==> src/rtl/core/systick_pkg.sv <==
`timescale 1ns / 1ps
// ----------------------------------------------------------------------------
// systick_pkg: shared types and constants
// Item kinds, register offsets, controller states and the command/status
// bundles between controller and datapath.
// ----------------------------------------------------------------------------
package systick_pkg;

  localparam int unsigned DATA_W    = 32;
  localparam int unsigned CNT_W     = 24;
  localparam int unsigned DIV_STEPS = 32;
  localparam int unsigned STEP_W    = $clog2(DIV_STEPS);

  localparam logic [1:0] KIND_READ  = 2'd0;
  localparam logic [1:0] KIND_WRITE = 2'd1;
  localparam logic [1:0] KIND_TICK  = 2'd2;
  localparam logic [1:0] KIND_QUERY = 2'd3;

  localparam logic [7:0] OFS_CONTROL = 8'h00;
  localparam logic [7:0] OFS_RELOAD  = 8'h04;
  localparam logic [7:0] OFS_CURRENT = 8'h08;
  localparam logic [7:0] OFS_CALIB   = 8'h0C;

  localparam int unsigned CTRL_ENABLE = 0;
  localparam int unsigned CTRL_INT    = 1;
  localparam int unsigned FLAG_POS    = 16;

  typedef enum logic [1:0] {
    ST_IDLE,
    ST_EXEC,
    ST_DIV,
    ST_FIN
  } state_t;

  typedef struct packed {
    logic load;        // capture the accepted item
    logic commit;      // finish a one-step item
    logic div_start;   // start the remainder unit
    logic div_step;    // one remainder iteration
    logic div_commit;  // finish an expiring tick
  } cmd_t;

  typedef struct packed {
    logic expire;      // held item is a tick that reaches expiry
    logic div_last;    // final remainder iteration this cycle
    logic slot_free;   // result register can take a new result
  } sts_t;

endpackage

==> src/rtl/core/systick_if.sv <==
`timescale 1ns / 1ps
// ----------------------------------------------------------------------------
// systick_if: item and result channels
// Valid/ready channels; a transfer happens when valid and ready are both high.
// ----------------------------------------------------------------------------
interface systick_in_if;
  logic        valid;
  logic        ready;
  logic [1:0]  kind;
  logic [7:0]  offset;
  logic [31:0] write_data;
  logic [31:0] elapsed;

  modport source (output valid, output kind, output offset, output write_data,
                  output elapsed, input ready);
  modport sink   (input valid, input kind, input offset, input write_data,
                  input elapsed, output ready);
endinterface

interface systick_out_if;
  logic        valid;
  logic        ready;
  logic [31:0] read_data;
  logic        fired;
  logic        pending_out;

  modport source (output valid, output read_data, output fired,
                  output pending_out, input ready);
  modport sink   (input valid, input read_data, input fired,
                  input pending_out, output ready);
endinterface

==> src/rtl/core/systick_ctrl.sv <==
`timescale 1ns / 1ps
// ----------------------------------------------------------------------------
// systick_ctrl: item sequencer
// Capture and execute; an expiring tick adds remainder iterations and finish.
// ----------------------------------------------------------------------------
module systick_ctrl (
  input  logic               clk,
  input  logic               rst_n,
  input  logic               in_valid,
  output logic               in_ready,
  input  systick_pkg::sts_t  sts,
  output systick_pkg::cmd_t  cmd
);

  systick_pkg::state_t state_r, state_nxt;

  always_ff @(posedge clk) begin
    if (!rst_n) begin
      state_r <= systick_pkg::ST_IDLE;
    end else begin
      state_r <= state_nxt;
    end
  end

  always_comb begin
    state_nxt = state_r;
    unique case (state_r)
      systick_pkg::ST_IDLE: begin
        if (in_valid) state_nxt = systick_pkg::ST_EXEC;
      end
      systick_pkg::ST_EXEC: begin
        if (sts.expire) state_nxt = systick_pkg::ST_DIV;
        else if (sts.slot_free) state_nxt = systick_pkg::ST_IDLE;
      end
      systick_pkg::ST_DIV: begin
        if (sts.div_last) state_nxt = systick_pkg::ST_FIN;
      end
      systick_pkg::ST_FIN: begin
        if (sts.slot_free) state_nxt = systick_pkg::ST_IDLE;
      end
      default: state_nxt = systick_pkg::ST_IDLE;
    endcase
  end

  always_comb begin
    cmd      = '0;
    in_ready = 1'b0;
    unique case (state_r)
      systick_pkg::ST_IDLE: begin
        in_ready = 1'b1;
        cmd.load = in_valid;
      end
      systick_pkg::ST_EXEC: begin
        cmd.div_start = sts.expire;
        cmd.commit    = !sts.expire && sts.slot_free;
      end
      systick_pkg::ST_DIV: begin
        cmd.div_step = 1'b1;
      end
      systick_pkg::ST_FIN: begin
        cmd.div_commit = sts.slot_free;
      end
      default: ;
    endcase
  end

endmodule

==> src/rtl/core/systick_dp.sv <==
`timescale 1ns / 1ps
// ----------------------------------------------------------------------------
// systick_dp: timer registers, remainder unit and result register
// Holds the bus registers and the counter, a restoring remainder unit one
// dividend bit per cycle, and the result register toward the output channel.
// ----------------------------------------------------------------------------
module systick_dp (
  input  logic               clk,
  input  logic               rst_n,
  input  systick_pkg::cmd_t  cmd,
  output systick_pkg::sts_t  sts,
  input  logic [1:0]         in_kind,
  input  logic [7:0]         in_offset,
  input  logic [31:0]        in_write_data,
  input  logic [31:0]        in_elapsed,
  output logic               out_valid,
  input  logic               out_ready,
  output logic [31:0]        out_read_data,
  output logic               out_fired,
  output logic               out_pending_out
);

  localparam int unsigned CW = systick_pkg::CNT_W;
  localparam int unsigned DW = systick_pkg::DATA_W;
  localparam int unsigned SW = systick_pkg::STEP_W;

  // Timer state
  logic [2:0]    ctrl_r,   ctrl_nxt;
  logic          flag_r,   flag_nxt;
  logic [CW-1:0] reload_r, reload_nxt;
  logic [CW:0]   cur_r,    cur_nxt;
  logic          pend_r,   pend_nxt;

  // Held item
  logic [1:0]    kind_r;
  logic [7:0]    ofs_r;
  logic [DW-1:0] wdata_r;
  logic [DW-1:0] elap_r;

  // Remainder unit
  logic [DW-1:0] dvd_r, dvd_nxt;
  logic [CW-1:0] rem_r, rem_nxt;
  logic [SW-1:0] step_r, step_nxt;

  // Result register
  logic          out_valid_r, out_valid_nxt;
  logic [DW-1:0] rd_r, rd_nxt;
  logic          fired_r, fired_nxt;
  logic          pendo_r, pendo_nxt;

  logic [CW:0]   period;
  logic [CW:0]   cur_eff;
  logic          tick_on;
  logic          expire;
  logic [DW-1:0] left;
  logic [CW:0]   trial;

  assign period  = {1'b0, reload_r} + {{CW{1'b0}}, 1'b1};
  assign cur_eff = (cur_r == '0) ? period : cur_r;
  assign tick_on = ctrl_r[systick_pkg::CTRL_ENABLE] && (reload_r != '0);
  assign expire  = (kind_r == systick_pkg::KIND_TICK) && tick_on &&
                   ({{(DW-CW-1){1'b0}}, cur_eff} <= elap_r);
  assign left    = elap_r - {{(DW-CW-1){1'b0}}, cur_eff};
  assign trial   = {rem_r, dvd_r[DW-1]};

  assign sts.expire    = expire;
  assign sts.div_last  = (step_r == SW'(systick_pkg::DIV_STEPS - 1));
  assign sts.slot_free = !out_valid_r || out_ready;

  // Remainder iterations
  always_comb begin
    dvd_nxt  = dvd_r;
    rem_nxt  = rem_r;
    step_nxt = step_r;
    if (cmd.div_start) begin
      dvd_nxt  = left;
      rem_nxt  = '0;
      step_nxt = '0;
    end else if (cmd.div_step) begin
      dvd_nxt  = {dvd_r[DW-2:0], 1'b0};
      step_nxt = step_r + SW'(1);
      // remainder stays below the period, so it fits the counter width
      if (trial >= period) rem_nxt = CW'(trial - period);
      else rem_nxt = trial[CW-1:0];
    end
  end

  // Register updates and result
  always_comb begin
    ctrl_nxt      = ctrl_r;
    flag_nxt      = flag_r;
    reload_nxt    = reload_r;
    cur_nxt       = cur_r;
    pend_nxt      = pend_r;
    rd_nxt        = rd_r;
    fired_nxt     = fired_r;
    pendo_nxt     = pendo_r;
    out_valid_nxt = out_valid_r && !out_ready;

    if (cmd.commit) begin
      out_valid_nxt = 1'b1;
      rd_nxt        = '0;
      fired_nxt     = 1'b0;
      pendo_nxt     = 1'b0;
      case (kind_r)
        systick_pkg::KIND_READ: begin
          unique case (ofs_r)
            systick_pkg::OFS_CONTROL: begin
              rd_nxt[2:0]                  = ctrl_r;
              rd_nxt[systick_pkg::FLAG_POS] = flag_r;
              flag_nxt                     = 1'b0;
            end
            systick_pkg::OFS_RELOAD:  rd_nxt = {{(DW-CW){1'b0}}, reload_r};
            systick_pkg::OFS_CURRENT: rd_nxt = {{(DW-CW){1'b0}}, cur_r[CW-1:0]};
            default:                  rd_nxt = '0;
          endcase
        end
        systick_pkg::KIND_WRITE: begin
          unique case (ofs_r)
            systick_pkg::OFS_CONTROL: ctrl_nxt   = wdata_r[2:0];
            systick_pkg::OFS_RELOAD:  reload_nxt = wdata_r[CW-1:0];
            systick_pkg::OFS_CURRENT: begin
              cur_nxt  = '0;
              flag_nxt = 1'b0;
            end
            default: ;
          endcase
        end
        systick_pkg::KIND_TICK: begin
          // elapsed is below the loaded count here, so the count stays nonzero
          if (tick_on) cur_nxt = cur_eff - elap_r[CW:0];
        end
        default: begin
          pendo_nxt = pend_r;
          pend_nxt  = 1'b0;
        end
      endcase
    end else if (cmd.div_commit) begin
      out_valid_nxt = 1'b1;
      rd_nxt        = '0;
      pendo_nxt     = 1'b0;
      cur_nxt       = period - {1'b0, rem_r};
      flag_nxt      = 1'b1;
      fired_nxt     = ctrl_r[systick_pkg::CTRL_INT];
      if (ctrl_r[systick_pkg::CTRL_INT]) pend_nxt = 1'b1;
    end
  end

  always_ff @(posedge clk) begin
    if (!rst_n) begin
      ctrl_r      <= '0;
      flag_r      <= 1'b0;
      reload_r    <= '0;
      cur_r       <= '0;
      pend_r      <= 1'b0;
      out_valid_r <= 1'b0;
      step_r      <= '0;
    end else begin
      ctrl_r      <= ctrl_nxt;
      flag_r      <= flag_nxt;
      reload_r    <= reload_nxt;
      cur_r       <= cur_nxt;
      pend_r      <= pend_nxt;
      out_valid_r <= out_valid_nxt;
      step_r      <= step_nxt;
    end
  end

  always_ff @(posedge clk) begin
    if (cmd.load) begin
      kind_r  <= in_kind;
      ofs_r   <= in_offset;
      wdata_r <= in_write_data;
      elap_r  <= in_elapsed;
    end
    dvd_r   <= dvd_nxt;
    rem_r   <= rem_nxt;
    rd_r    <= rd_nxt;
    fired_r <= fired_nxt;
    pendo_r <= pendo_nxt;
  end

  assign out_valid       = out_valid_r;
  assign out_read_data   = rd_r;
  assign out_fired       = fired_r;
  assign out_pending_out = pendo_r;

endmodule

==> src/rtl/core/systick_reload_timer.sv <==
`timescale 1ns / 1ps
// ----------------------------------------------------------------------------
// systick_reload_timer: 24-bit down-counting reload timer
// Bus reads and writes, elapsed-count ticks and pending queries, one result
// per item.
// ----------------------------------------------------------------------------
// Items are handled one at a time. Reads, writes, pending queries and ticks
// that do not reach expiry finish in the execute step. A tick that passes
// expiry runs the leftover count through a restoring remainder unit that
// retires one dividend bit per cycle, then finishes in its own step. A result
// waiting in the output register does not block the transfer of the next
// item; that item finishes once the result has been taken.
module systick_reload_timer (
  input  logic          clk,
  input  logic          rst_n,
  systick_in_if.sink    in_ch,
  systick_out_if.source out_ch
);

  systick_pkg::cmd_t cmd;
  systick_pkg::sts_t sts;

  systick_ctrl u_ctrl (
    .clk      (clk),
    .rst_n    (rst_n),
    .in_valid (in_ch.valid),
    .in_ready (in_ch.ready),
    .sts      (sts),
    .cmd      (cmd)
  );

  systick_dp u_dp (
    .clk             (clk),
    .rst_n           (rst_n),
    .cmd             (cmd),
    .sts             (sts),
    .in_kind         (in_ch.kind),
    .in_offset       (in_ch.offset),
    .in_write_data   (in_ch.write_data),
    .in_elapsed      (in_ch.elapsed),
    .out_valid       (out_ch.valid),
    .out_ready       (out_ch.ready),
    .out_read_data   (out_ch.read_data),
    .out_fired       (out_ch.fired),
    .out_pending_out (out_ch.pending_out)
  );

endmodule

==> src/flat_wrapper.sv <==
// flat-port wrapper written by rule: the top's interface ports become plain ports
module systick_reload_timer_flat 
  (clk, rst_n, in_ch_valid, in_ch_kind, in_ch_offset, in_ch_write_data, in_ch_elapsed, in_ch_ready, out_ch_valid, out_ch_read_data, out_ch_fired, out_ch_pending_out, out_ch_ready);
  systick_in_if in_ch_i ();
  systick_out_if out_ch_i ();
  input  logic clk;
  input  logic rst_n;
  input wire logic [$bits(in_ch_i.valid)-1:0] in_ch_valid;
  input wire logic [$bits(in_ch_i.kind)-1:0] in_ch_kind;
  input wire logic [$bits(in_ch_i.offset)-1:0] in_ch_offset;
  input wire logic [$bits(in_ch_i.write_data)-1:0] in_ch_write_data;
  input wire logic [$bits(in_ch_i.elapsed)-1:0] in_ch_elapsed;
  output wire logic [$bits(in_ch_i.ready)-1:0] in_ch_ready;
  output wire logic [$bits(out_ch_i.valid)-1:0] out_ch_valid;
  output wire logic [$bits(out_ch_i.read_data)-1:0] out_ch_read_data;
  output wire logic [$bits(out_ch_i.fired)-1:0] out_ch_fired;
  output wire logic [$bits(out_ch_i.pending_out)-1:0] out_ch_pending_out;
  input wire logic [$bits(out_ch_i.ready)-1:0] out_ch_ready;
  assign in_ch_i.valid = in_ch_valid;
  assign in_ch_i.kind = in_ch_kind;
  assign in_ch_i.offset = in_ch_offset;
  assign in_ch_i.write_data = in_ch_write_data;
  assign in_ch_i.elapsed = in_ch_elapsed;
  assign in_ch_ready = in_ch_i.ready;
  assign out_ch_valid = out_ch_i.valid;
  assign out_ch_read_data = out_ch_i.read_data;
  assign out_ch_fired = out_ch_i.fired;
  assign out_ch_pending_out = out_ch_i.pending_out;
  assign out_ch_i.ready = out_ch_ready;
  systick_reload_timer u_core (.clk(clk), .rst_n(rst_n), .in_ch(in_ch_i), .out_ch(out_ch_i));
endmodule
==> config.mk <==
export PLATFORM = sky130hd
export DESIGN_NAME = systick_reload_timer_flat
export DESIGN_NICKNAME = d
export VERILOG_FILES = /design/src/rtl/core/systick_pkg.sv /design/src/rtl/core/systick_if.sv /design/src/rtl/core/systick_ctrl.sv /design/src/rtl/core/systick_dp.sv /design/src/rtl/core/systick_reload_timer.sv /design/src/flat_wrapper.sv
export SDC_FILE = /design/constraint.sdc
export NUM_CORES = 1
export LEC_CHECK = 0
export ABC_AREA = 0
export BUFFER_PORTS_ARGS = -buffer_cell sky130_fd_sc_hd__buf_2
export CAP_MARGIN = 10
export CORE_MARGIN = 5
export CORE_UTILIZATION = 30
export DETAILED_ROUTE_END_ITERATION = 10
export SYNTH_ARGS = -nofsm -noshare
export SYNTH_HDL_FRONTEND = slang
export SYNTH_HIERARCHICAL = 1
export SYNTH_SLANG_ARGS = --single-unit
==> constraint.sdc <==
create_clock -name clk -period 11.4 [get_ports clk]
set_input_delay 2.28 -clock clk [delete_from_list [all_inputs] [get_ports clk]]
set_output_delay 2.28 -clock clk [all_outputs]
set_load 0.02 [all_outputs]
==> flow_metrics.env, run 1 <==
export IMPL_setup_tns_ns=0
export IMPL_final_max_slew_viol_count=0
export IMPL_drc_errors=0
export IMPL_cts_sinks=210
export IMPL_peakVddDrop_mv=0.1019
export IMPL_finalClockSkew_ns=0.01534
export IMPL_tightest_slew_ns=1.098
export IMPL_avgSynthCellArea_um2=9.139
export IMPL_synthCells=1531
export IMPL_synth_xor_area_share_pct=7.198
export IMPL_grt_pass1_vias=10958
export IMPL_clockRootBuffer="clkbuf_16"
export IMPL_routed_wl_mm=40.17
export IMPL_cts_max_level=1
export IMPL_synth_edf_count=123
export IMPL_drv_cap=0
export IMPL_cp_slowest_cell="or2_2"
export IMPL_ys_top_cells_by_area="edfxtp_1 26%, dfxtp_1 12%, ha_1 9.0%"
export IMPL_clk_latency_ns=0.56
export IMPL_rows=79
export IMPL_period_share_pct=58.76
export IMPL_synth_simple_gate_area_share_pct=14.65
export IMPL_crit_fanout=68
export IMPL_final_common_cell="nor2_1"
export IMPL_leakage_nw=6.542
export IMPL_finalHoldViolCount=0
export IMPL_finalSetupViolCount=0
export IMPL_crit_chain="ha_1 > and3_1 > nor2b_1 > nand2_1 > nor2_1 > nand3_1 > xnor2_1 > a21o_1 > ha_1 > nand2_1 > nor3_1 > nand2_1 > nor4_1 > o31ai_1 > a21oi_1 > nand2_1 > nor2_4 > buf_4 > or2_2"
export IMPL_io_pins=114
export IMPL_power_switching_w=0.0007596
export IMPL_clkTransAtPathRegs_ns=0.06
export IMPL_synth_mux_area_share_pct=2.817
export IMPL_finalCriticalPeriod_ns=6.699
export IMPL_synth_top_flop_cell="edfxtp_1"
export IMPL_cts_buffers=25
export IMPL_async_reset_ff_share_pct=0
export IMPL_port_buffers=97
export IMPL_cts_hold_buffers_added=0
export IMPL_gp_congestion=0.9277
export IMPL_timing_slew_headroom_pct=26.73
export IMPL_comb_power_share_pct=25.1
export IMPL_yosysWarnings=6
export IMPL_grt_pass1_wl_mm=62.03
export IMPL_dieWidth_um=226.0
export IMPL_fillerInstances=4750
export IMPL_detail_route_iter0_violations=882
export IMPL_grt_overflow=0
export IMPL_final_cell_mix="156 x nor2_1, 123 x edfxtp_1, 122 x inv_1"
export IMPL_worst_path_most_repeated_cell="nand2_1"
export IMPL_synth_seq_cells=210
export IMPL_wl_per_cell_um=18.08
export IMPL_final_nets=1779
export IMPL_cpPeakStageDelay_ns=0.74
export IMPL_synth_area_leader_cell="edfxtp_1"
export IMPL_p_seq_share_pct=37.6
export IMPL_diodes=0
export IMPL_synthAdderAreaFrac_pct=9.604
export IMPL_power_frac_clock_pct=37.3
export IMPL_dieArea_um2=51060
export IMPL_hold_class="reg -> reg"
export IMPL_worstPathArrival_ns=6.88
export IMPL_powerDensity_nw_per_um2=150.2
export IMPL_synth_top_family_by_area="compound AO/OA/AOI/OAI gates"
export IMPL_ctsResizeCount=0
export IMPL_fmax_mhz=149.3
export IMPL_syn_to_final_growth_pct=14.06
export IMPL_synth_top_area_share_pct=26.40
export IMPL_die_h_um=226.0
export IMPL_ant_nets=0
export IMPL_core_um2=46360
export IMPL_synth_compound_area_share_pct=21.19
export IMPL_rsz0062_at_grt="no"
export IMPL_cp_end_kind="flip-flop"
export IMPL_switching_share_pct=31.69
export IMPL_num_vias=11429
export IMPL_cts_setup_buffers=0
export IMPL_required_ns=11.58
export IMPL_ys_types=77
export IMPL_start_util_pct=30.18
export IMPL_antenna_found_initial=0
export IMPL_tritoncts="done"
export IMPL_p_int_w=0.001637
export IMPL_startpoint_type="flip-flop"
export IMPL_grt_start_max_net_pins=69
export IMPL_crit_type="reg -> reg"
export IMPL_vias_per_cell=5.144
export IMPL_syn_cell_area_um2=13990
export IMPL_dpl_hpwl_mm=30.59
export IMPL_seq_area_frac_synth_pct=38.84
export IMPL_clk_path_buf_depth=3
export IMPL_outcome="complete, no violations"
export IMPL_first_pass_iters=6
export IMPL_drive_gt1_share_pct=12.69
export IMPL_grtUsageTotal_pct=15.16
export IMPL_holdWs_ns=0.5026
## final cells by class
class | count | area [um2] | share of cell area (%)
clock buffers | 27 | 633.1 | 3.967
inverters | 122 | 457.9 | 2.869
repair buffers | 107 | 564.3 | 3.536
flip-flops and latches | 210 | 5435 | 34.06
clock inverters | 19 | 277.8 | 1.740
well taps | 607 | 759.5 | 4.759
multi-input cells | 1130 | 7831 | 49.07
## cells in the mapped netlist, types with 7 or more instances
cell and count:
buf_4 10, nand2b_1 13, o221ai_1 8, or3_1 9, edfxtp_1 123, a21o_1 65
inv_1 122, nor3_1 17, and3_1 21, mux2_2 19, o21a_1 15, ha_1 101
nor2b_1 20, nor2_1 157, a31oi_1 10, nand3_1 26, a21boi_0 29, mux2i_1 18
clkbuf_1 57, a211oi_1 21, o211a_1 10, o21ai_0 55, nand4_1 15, nand2_1 109
nor4_1 16, a21oi_1 119, a31o_2 7, xor2_1 51, a22oi_1 20, o21bai_1 17
xnor2_1 64, dfxtp_1 87
## metal layers
metal,vias up,wire (um),track usage [%]
met5,-,0,0
met4,0,1552,5.584
met3,72,1909,1.950
met2,290,18830,25.28
met1,5485,17880,20.19
li1,5582,-,-
## path summary, 6_finish.rpt
| path | start | endpoint | slack (ns) | depth (start not counted) |
|---|---|---|---|---|
| worst min register to register | u_core/u_dp/flag_r | u_core/u_dp/flag_r | 0.50 | 2 |
| worst max register to register | u_core/u_dp/reload_r[0] | u_core/u_dp/dvd_r[15] | 4.70 | 19 |
| worst min-delay path | u_core/u_dp/flag_r | u_core/u_dp/flag_r | 0.50 | 2 |
| worst max-delay path | u_core/u_dp/reload_r[0] | u_core/u_dp/dvd_r[15] | 4.70 | 19 |
## critical path: cells and delay by family (launching register included)
kind,cells,cell delay (ns)
xor+xnor,1,0.33
compound gates,3,0.86
flops,1,0.60
buf+inv,1,0.57
fa+ha+maj,2,0.69
simple gates,12,3.12
## power groups by stage
stage          Sequential, W  Clock [W]  Combinational (W)
2_1_floorplan       0.000898          0           0.000461
3_3_place_gp        0.000915          0           0.000584
3_5_place_dp        0.000916          0           0.000591
4_1_cts             0.000900   0.000917           0.000596
5_1_grt             0.000905   0.000947           0.000667
6_report            0.000900   0.000893           0.000603
## registers in the layout (all words and copies together), names as in the netlist
name	count
u_core/u_dp/dvd_r	32
u_core/u_dp/elap_r	32
u_core/u_dp/cur_r	25
u_core/u_dp/out_read_data	24
u_core/u_dp/reload_r	24
u_core/u_dp/rem_r	24
u_core/u_dp/wdata_r	24
u_core/u_dp/ofs_r	8
u_core/u_dp/step_r	5
u_core/u_dp/ctrl_r	3
u_core/u_ctrl/state_r	2
u_core/u_dp/kind_r	2
u_core/u_dp/flag_r	1
u_core/u_dp/out_fired	1
u_core/u_dp/out_pending_out	1
u_core/u_dp/out_valid	1
u_core/u_dp/pend_r	1
## kinds of logic after synthesis
| group | after synthesis |
|---|---|
| other | 1 |
| and+or+nand+nor | 436 |
| buffers and inverters | 198 |
| muxes | 37 |
| xor gates and xnor gates | 115 |
| AOI/OAI and AO/OA | 429 |
| DFF | 210 |
| adders and majority gates | 105 |
## stage by stage
| stage | util, % | instances | cell area (um2) | total power [W] | worst slack (ns) |
|---|---|---|---|---|---|
| after floorplan | - | 1538 | 14020 | 0.001359 | 5.948 |
| after global placement | 32.44 | 2175 | 15040 | 0.001499 | 4.649 |
| after detailed placement | 32.44 | 2175 | 15040 | 0.001506 | 4.586 |
| after CTS | 34.40 | 2221 | 15950 | 0.002413 | 4.517 |
| after global routing | 34.43 | 2222 | 15960 | 0.002519 | 4.291 |
| final | 34.43 | 2222 | 15960 | 0.002397 | 4.701 |
(Power assumes the default switching activity.)
==> inputs of run 2 (changes only) <==
==> constraint.sdc (replaced) <==
create_clock -name clk -period 6.3 [get_ports clk]
set_input_delay 1.26 -clock clk [delete_from_list [all_inputs] [get_ports clk]]
set_output_delay 1.26 -clock clk [all_outputs]
set_load 0.02 [all_outputs]
==> run 2 against run 1 <==
Net effect: register-to-register slack lost 4.2 ns; routed wire length shrank 0.41%; worst setup slack lost 4.2 ns; via count grew 0.42%; first-iteration DRC count grew 10%; core utilization grew 0.40 points; combinational power grew 86%; final area grew 1.2%; non-clock buffer count grew 28; critical endpoint is now u_core/u_dp/ctrl_r[2].
==> flow_metrics.env, run 2 (synthesis gave the netlist of run 1 again) <==
export IMPL_ant_nets=0
export IMPL_cts_sinks=210
export IMPL_final_max_slew_viol_count=0
export IMPL_cts_buffers=26
export IMPL_drive_gt1_share_pct=14.05
export IMPL_reg_top3="u_core/u_dp/dvd_r: 32 flops, u_core/u_dp/elap_r: 32 flops, u_core/u_dp/cur_r: 25 flops"
export IMPL_syn_to_final_growth_pct=15.39
export IMPL_clk_latency_ns=0.56
export IMPL_peakVddDrop_mv=0.1608
export IMPL_crit_fanout=23
export IMPL_final_core_util_pct=34.83
export IMPL_port_buffers=97
export IMPL_rows=79
export IMPL_route_met2_wl_mm=18.30
export IMPL_die_h_um=226.0
export IMPL_grt_start_max_net_pins=61
export IMPL_routed_wl_mm=40.01
export IMPL_ctsResizeCount=0
export IMPL_grt_pass1_vias=11126
export IMPL_r2r_end="u_core/u_dp/ctrl_r[2]"
export IMPL_wl_per_cell_um=17.77
export IMPL_power_switching_w=0.001352
export IMPL_clkTransAtPathRegs_ns=0.06
export IMPL_setup_tns_ns=0
export IMPL_dieArea_um2=51060
export IMPL_grt_pass1_wl_mm=62.11
export IMPL_reg2reg_slack_ns=0.48
export IMPL_tritoncts="done"
export IMPL_comb_power_share_pct=26.7
export IMPL_holdWs_ns=0.4806
export IMPL_p_int_w=0.002838
export IMPL_placed_area_um2=15320
export IMPL_highest_layer="met4"
export IMPL_startpoint_type="flip-flop"
export IMPL_final_nets=1808
export IMPL_r2r_start="u_core/u_dp/cur_r[24]"
export IMPL_finalSetupViolCount=0
export IMPL_num_vias=11477
export IMPL_dpl_hpwl_mm=31.16
export IMPL_power_total_w=0.004190
export IMPL_clockRootBuffer="clkbuf_16"
export IMPL_timing_slew_headroom_pct=30.68
export IMPL_finalHoldViolCount=0
export IMPL_reg2reg_depth=22
export IMPL_final_cell_mix="156 x nor2_1, 123 x edfxtp_1, 122 x inv_1"
export IMPL_first_pass_iters=5
export IMPL_antenna_found_initial=0
export IMPL_p_seq_share_pct=38.6
export IMPL_crit_start="u_core/u_dp/cur_r[24]"
export IMPL_finalCriticalPeriod_ns=5.821
export IMPL_power_frac_clock_pct=34.7
export IMPL_detail_route_iter0_violations=971
export IMPL_diodes=0
export IMPL_final_common_cell="nor2_1"
export IMPL_cts_max_level=1
export IMPL_dieWidth_um=226.0
export IMPL_switching_share_pct=32.27
export IMPL_io_pins=114
export IMPL_grtUsageTotal_pct=15.27
export IMPL_rsz0062_at_grt="no"
export IMPL_drc_errors=0
export IMPL_leakage_nw=6.649
export IMPL_hold_class="reg -> reg"
export IMPL_start_util_pct=30.18
export IMPL_tightest_slew_ns=1.040
export IMPL_finalClockSkew_ns=0.01721
export IMPL_critical_path_endpoint="u_core/u_dp/ctrl_r[2]"
export IMPL_fmax_mhz=171.8
export IMPL_gp_congestion=0.9270
export IMPL_crit_type="reg -> reg"
export IMPL_core_um2=46360
export IMPL_drv_cap=0
export IMPL_period_share_pct=92.40
export IMPL_met3_length_mm=2.563
export IMPL_required_ns=6.74
export IMPL_worstPathArrival_ns=6.26
export IMPL_grt_overflow=0
export IMPL_cts_hold_buffers_added=0
export IMPL_postLayoutCellArea_um2=16150
export IMPL_outcome="complete, no violations"
export IMPL_m1WireLength_mm=17.22
export IMPL_cp_end_kind="flip-flop"
export IMPL_clk_path_buf_depth=3
export IMPL_vias_per_cell=5.099
export IMPL_powerDensity_nw_per_um2=259.5
export IMPL_cts_setup_buffers=0
==> run 2: through the flow <==
stage / worst slack (ns) / cells
2_1_floorplan: 0.8480 / 1538
3_3_place_gp: 0.5823 / 2204
3_5_place_dp: 0.5838 / 2204
4_1_cts: 0.5460 / 2251
5_1_grt: 0.1623 / 2251
6_report: 0.4787 / 2251
==> run 2: power groups by stage <==
stage               Combinational (W)  Sequential, W  Clock [W]
floorplan                    0.000834        0.00162          0
global placement              0.00109        0.00165          0
detailed placement            0.00110        0.00165          0
CTS                           0.00111        0.00162    0.00150
global route                  0.00123        0.00163    0.00156
finish                        0.00112        0.00162    0.00145
==> run 2: layout make-up <==
cell class	count	area (um2)
Clock buffer	31	669.4
Clock inverter	16	158.9
Fill cell	4686	30210
Inverter	122	457.9
Multi-Input combinational cell	1130	7831
Sequential cell	210	5435
Tap cell	607	759.5
Timing Repair Buffer	135	833.3
==> run 2: per-layer routing <==
metal / vias to the layer above / track usage, %
met5: - / 0
met4: 0 / 6.911
met3: 81 / 2.548
met2: 334 / 24.87
met1: 5426 / 19.93
li1: 5636 / -
==> run 2: critical path, cell delays in order, from the launching register on <==
cell       delay [ns]
dfxtp_1          0.32
nor4_1           0.53
nand4_1          0.21
nor3_2           0.32
buf_4            0.35
a21o_1           0.19
ha_1             0.31
a21o_1           0.23
a21o_1           0.19
a22o_1           0.23
a2111oi_4        0.42
o21ai_2          0.14
nand4_2          0.12
a41oi_2          0.15
o31ai_1          0.25
buf_4            0.17
a21oi_1          0.12
nor3_2           0.23
buf_4            0.18
nand2_1          0.07
or4b_2           0.70
mux2i_1          0.20
nor2b_1          0.06
==> run 2: worst min-delay path by stage <==
stage / slack [ns] / startpoint / cells past startpoint / to
CTS: 0.49 / u_core/u_dp/pend_r / 2 / u_core/u_dp/pend_r
global route: 0.51 / u_core/u_dp/pend_r / 2 / u_core/u_dp/pend_r
floorplan: 0.45 / u_core/u_dp/pend_r / 2 / u_core/u_dp/pend_r
global placement: 0.48 / u_core/u_dp/pend_r / 2 / u_core/u_dp/pend_r
detailed placement: 0.47 / u_core/u_dp/pend_r / 2 / u_core/u_dp/pend_r
finish: 0.48 / u_core/u_dp/pend_r / 2 / u_core/u_dp/pend_r
==> inputs of run 3 (changes only) <==
--- a/config.mk
+++ b/config.mk
@@ -9,8 +9,9 @@
 export BUFFER_PORTS_ARGS = -buffer_cell sky130_fd_sc_hd__buf_2
 export CAP_MARGIN = 10
 export CORE_MARGIN = 5
-export CORE_UTILIZATION = 30
+export CORE_UTILIZATION = 40
 export DETAILED_ROUTE_END_ITERATION = 10
+export MAX_ROUTING_LAYER = met4
 export SYNTH_ARGS = -nofsm -noshare
 export SYNTH_HDL_FRONTEND = slang
 export SYNTH_HIERARCHICAL = 1
==> run 3 against run 2 <==
Net effect: final cell count fell by 6.4%; sequential share of layout area rose by 0.32 points; largest power group unchanged; via count rose by 1.1%; highest routed layer unchanged; maximum frequency fell by 0.84%; worst hold slack improved by 0.011 ns; combinational power barely moved; flip-flop and latch count did not move.
==> flow_metrics.env, run 3 (synthesis gave the netlist of run 1 again) <==
export IMPL_dpl_hpwl_mm=31.26
export IMPL_power_frac_clock_pct=33.6
export IMPL_grt_start_max_net_pins=61
export IMPL_peakVddDrop_mv=0.2341
export IMPL_finalCriticalPeriod_ns=5.870
export IMPL_p_int_w=0.002786
export IMPL_tritoncts="done"
export IMPL_grt_overflow=0
export IMPL_worstPathArrival_ns=6.29
export IMPL_cts_max_level=1
export IMPL_hold_class="reg -> reg"
export IMPL_cts_buffers=25
export IMPL_fmax_mhz=170.3
export IMPL_rows=68
export IMPL_final_common_cell="nor2_1"
export IMPL_syn_to_final_growth_pct=14.29
export IMPL_final_nets=1817
export IMPL_startpoint_type="flip-flop"
export IMPL_num_vias=11601
export IMPL_grtUsageTotal_pct=20.92
export IMPL_dieArea_um2=38820
export IMPL_grt_pass1_wl_mm=63.07
export IMPL_timing_slew_headroom_pct=13.52
export IMPL_cp_end_kind="flip-flop"
export IMPL_power_total_w=0.004126
export IMPL_reg2reg_depth=25
export IMPL_tightest_slew_ns=1.294
export IMPL_cts_setup_buffers=0
export IMPL_clockRootBuffer="clkbuf_16"
export IMPL_reg2reg_slack_ns=0.43
export IMPL_ant_nets=0
export IMPL_antenna_found_initial=0
export IMPL_drc_errors=0
export IMPL_diodes=0
export IMPL_die_h_um=197.0
export IMPL_critical_path_endpoint="u_core/u_dp/cur_r[15]"
export IMPL_ctsResizeCount=0
export IMPL_gp_congestion=0.9532
export IMPL_port_buffers=97
export IMPL_finalSetupViolCount=0
export IMPL_period_share_pct=93.18
export IMPL_crit_type="reg -> reg"
export IMPL_cp_slowest_cell="a2111oi_4"
export IMPL_vias_per_cell=5.503
export IMPL_wl_per_cell_um=19.21
export IMPL_clkTransAtPathRegs_ns=0.06
export IMPL_crit_fanout=50
export IMPL_holdPathStages=2
export IMPL_detail_route_iter0_violations=1079
export IMPL_reg_top3="u_core/u_dp/dvd_r: 32 flops, u_core/u_dp/elap_r: 32 flops, u_core/u_dp/cur_r: 25 flops"
export IMPL_io_pins=114
export IMPL_finalHoldViolCount=0
export IMPL_routed_wl_mm=40.50
export IMPL_required_ns=6.72
export IMPL_grt_pass1_vias=11117
export IMPL_start_util_pct=40.51
export IMPL_clk_path_buf_depth=3
export IMPL_final_max_slew_viol_count=0
export IMPL_cts_sinks=210
export IMPL_dieWidth_um=197.0
export IMPL_drive_gt1_share_pct=14.76
export IMPL_rsz0062_at_grt="no"
export IMPL_finalClockSkew_ns=0.02062
export IMPL_setup_tns_ns=0
export IMPL_switching_share_pct=32.46
export IMPL_r2r_start="u_core/u_dp/cur_r[24]"
export IMPL_r2r_end="u_core/u_dp/cur_r[15]"
export IMPL_powerDensity_nw_per_um2=258.0
export IMPL_clk_latency_ns=0.55
export IMPL_comb_power_share_pct=27.1
export IMPL_p_seq_share_pct=39.3
export IMPL_power_switching_w=0.001339
export IMPL_outcome="complete, no violations"
export IMPL_leakage_nw=6.695
export IMPL_core_um2=34540
export IMPL_crit_start="u_core/u_dp/cur_r[24]"
export IMPL_first_pass_iters=5
export IMPL_cpPeakStageDelay_ns=0.44
export IMPL_fillerInstances=3372
export IMPL_drv_cap=0
export IMPL_cts_hold_buffers_added=0
export IMPL_final_cell_mix="156 x nor2_1, 123 x edfxtp_1, 122 x inv_1"
==> run 3: how the worst min path moves through the flow <==
stage | start | to | slack [ns]
6_report | u_core/u_dp/flag_r | u_core/u_dp/flag_r | 0.49
5_1_grt | u_core/u_dp/pend_r | u_core/u_dp/pend_r | 0.53
4_1_cts | u_core/u_dp/pend_r | u_core/u_dp/pend_r | 0.49
3_5_place_dp | u_core/u_dp/pend_r | u_core/u_dp/pend_r | 0.48
3_3_place_gp | u_core/u_dp/pend_r | u_core/u_dp/pend_r | 0.47
2_1_floorplan | u_core/u_dp/pend_r | u_core/u_dp/pend_r | 0.45
==> run 3: layout make-up <==
class | instances | area (um2) | area share [%]
Sequential cell | 210 | 5435 | 33.99
Tap cell | 455 | 569.3 | 3.560
Clock buffer | 31 | 661.9 | 4.139
Clock inverter | 15 | 121.4 | 0.7589
Timing Repair Buffer | 145 | 908.4 | 5.680
Inverter | 122 | 457.9 | 2.864
Multi-Input combinational cell | 1130 | 7838 | 49.01
==> run 3: layer usage <==
metal / GRT usage, % / wire [um] / vias up
met5: - / 0 / -
met2: 33.04 / 18660 / 351
met1: 29.27 / 18510 / 5539
li1: - / - / 5649
met4: 4.186 / 873 / 0
met3: 2.575 / 2458 / 62
==> run 3: metrics by stage <==
stage	instance area, um2	worst slack, ns	instances	util (%)	hold WS, ns
detailed placement	15210	0.5415	2062	44.03	0.4786
CTS	15990	0.4832	2108	46.29	0.4927
floorplan	14020	0.8480	1538	-	0.4516
finish	15990	0.4295	2108	46.29	0.4915
global placement	15210	0.6060	2062	44.03	0.4745
global route	15990	0.1420	2108	46.29	0.5337
==> run 3: worst max-delay path: cells and delay by family (launching register included) <==
kind / cells / cell delay (ns)
and+or+nand+nor: 8 / 1.56
buffers and inverters: 4 / 0.65
DFF: 1 / 0.33
adders and majority gates: 2 / 0.54
AOI/OAI and AO/OA: 11 / 2.66
==> run 3: power groups by stage <==
stage               logic, W  registers [W]  clock network (W)
floorplan           0.000834        0.00162                  0
global placement     0.00109        0.00165                  0
detailed placement   0.00110        0.00165                  0
CTS                  0.00111        0.00162            0.00142
global route         0.00124        0.00163            0.00148
finish               0.00112        0.00162            0.00139
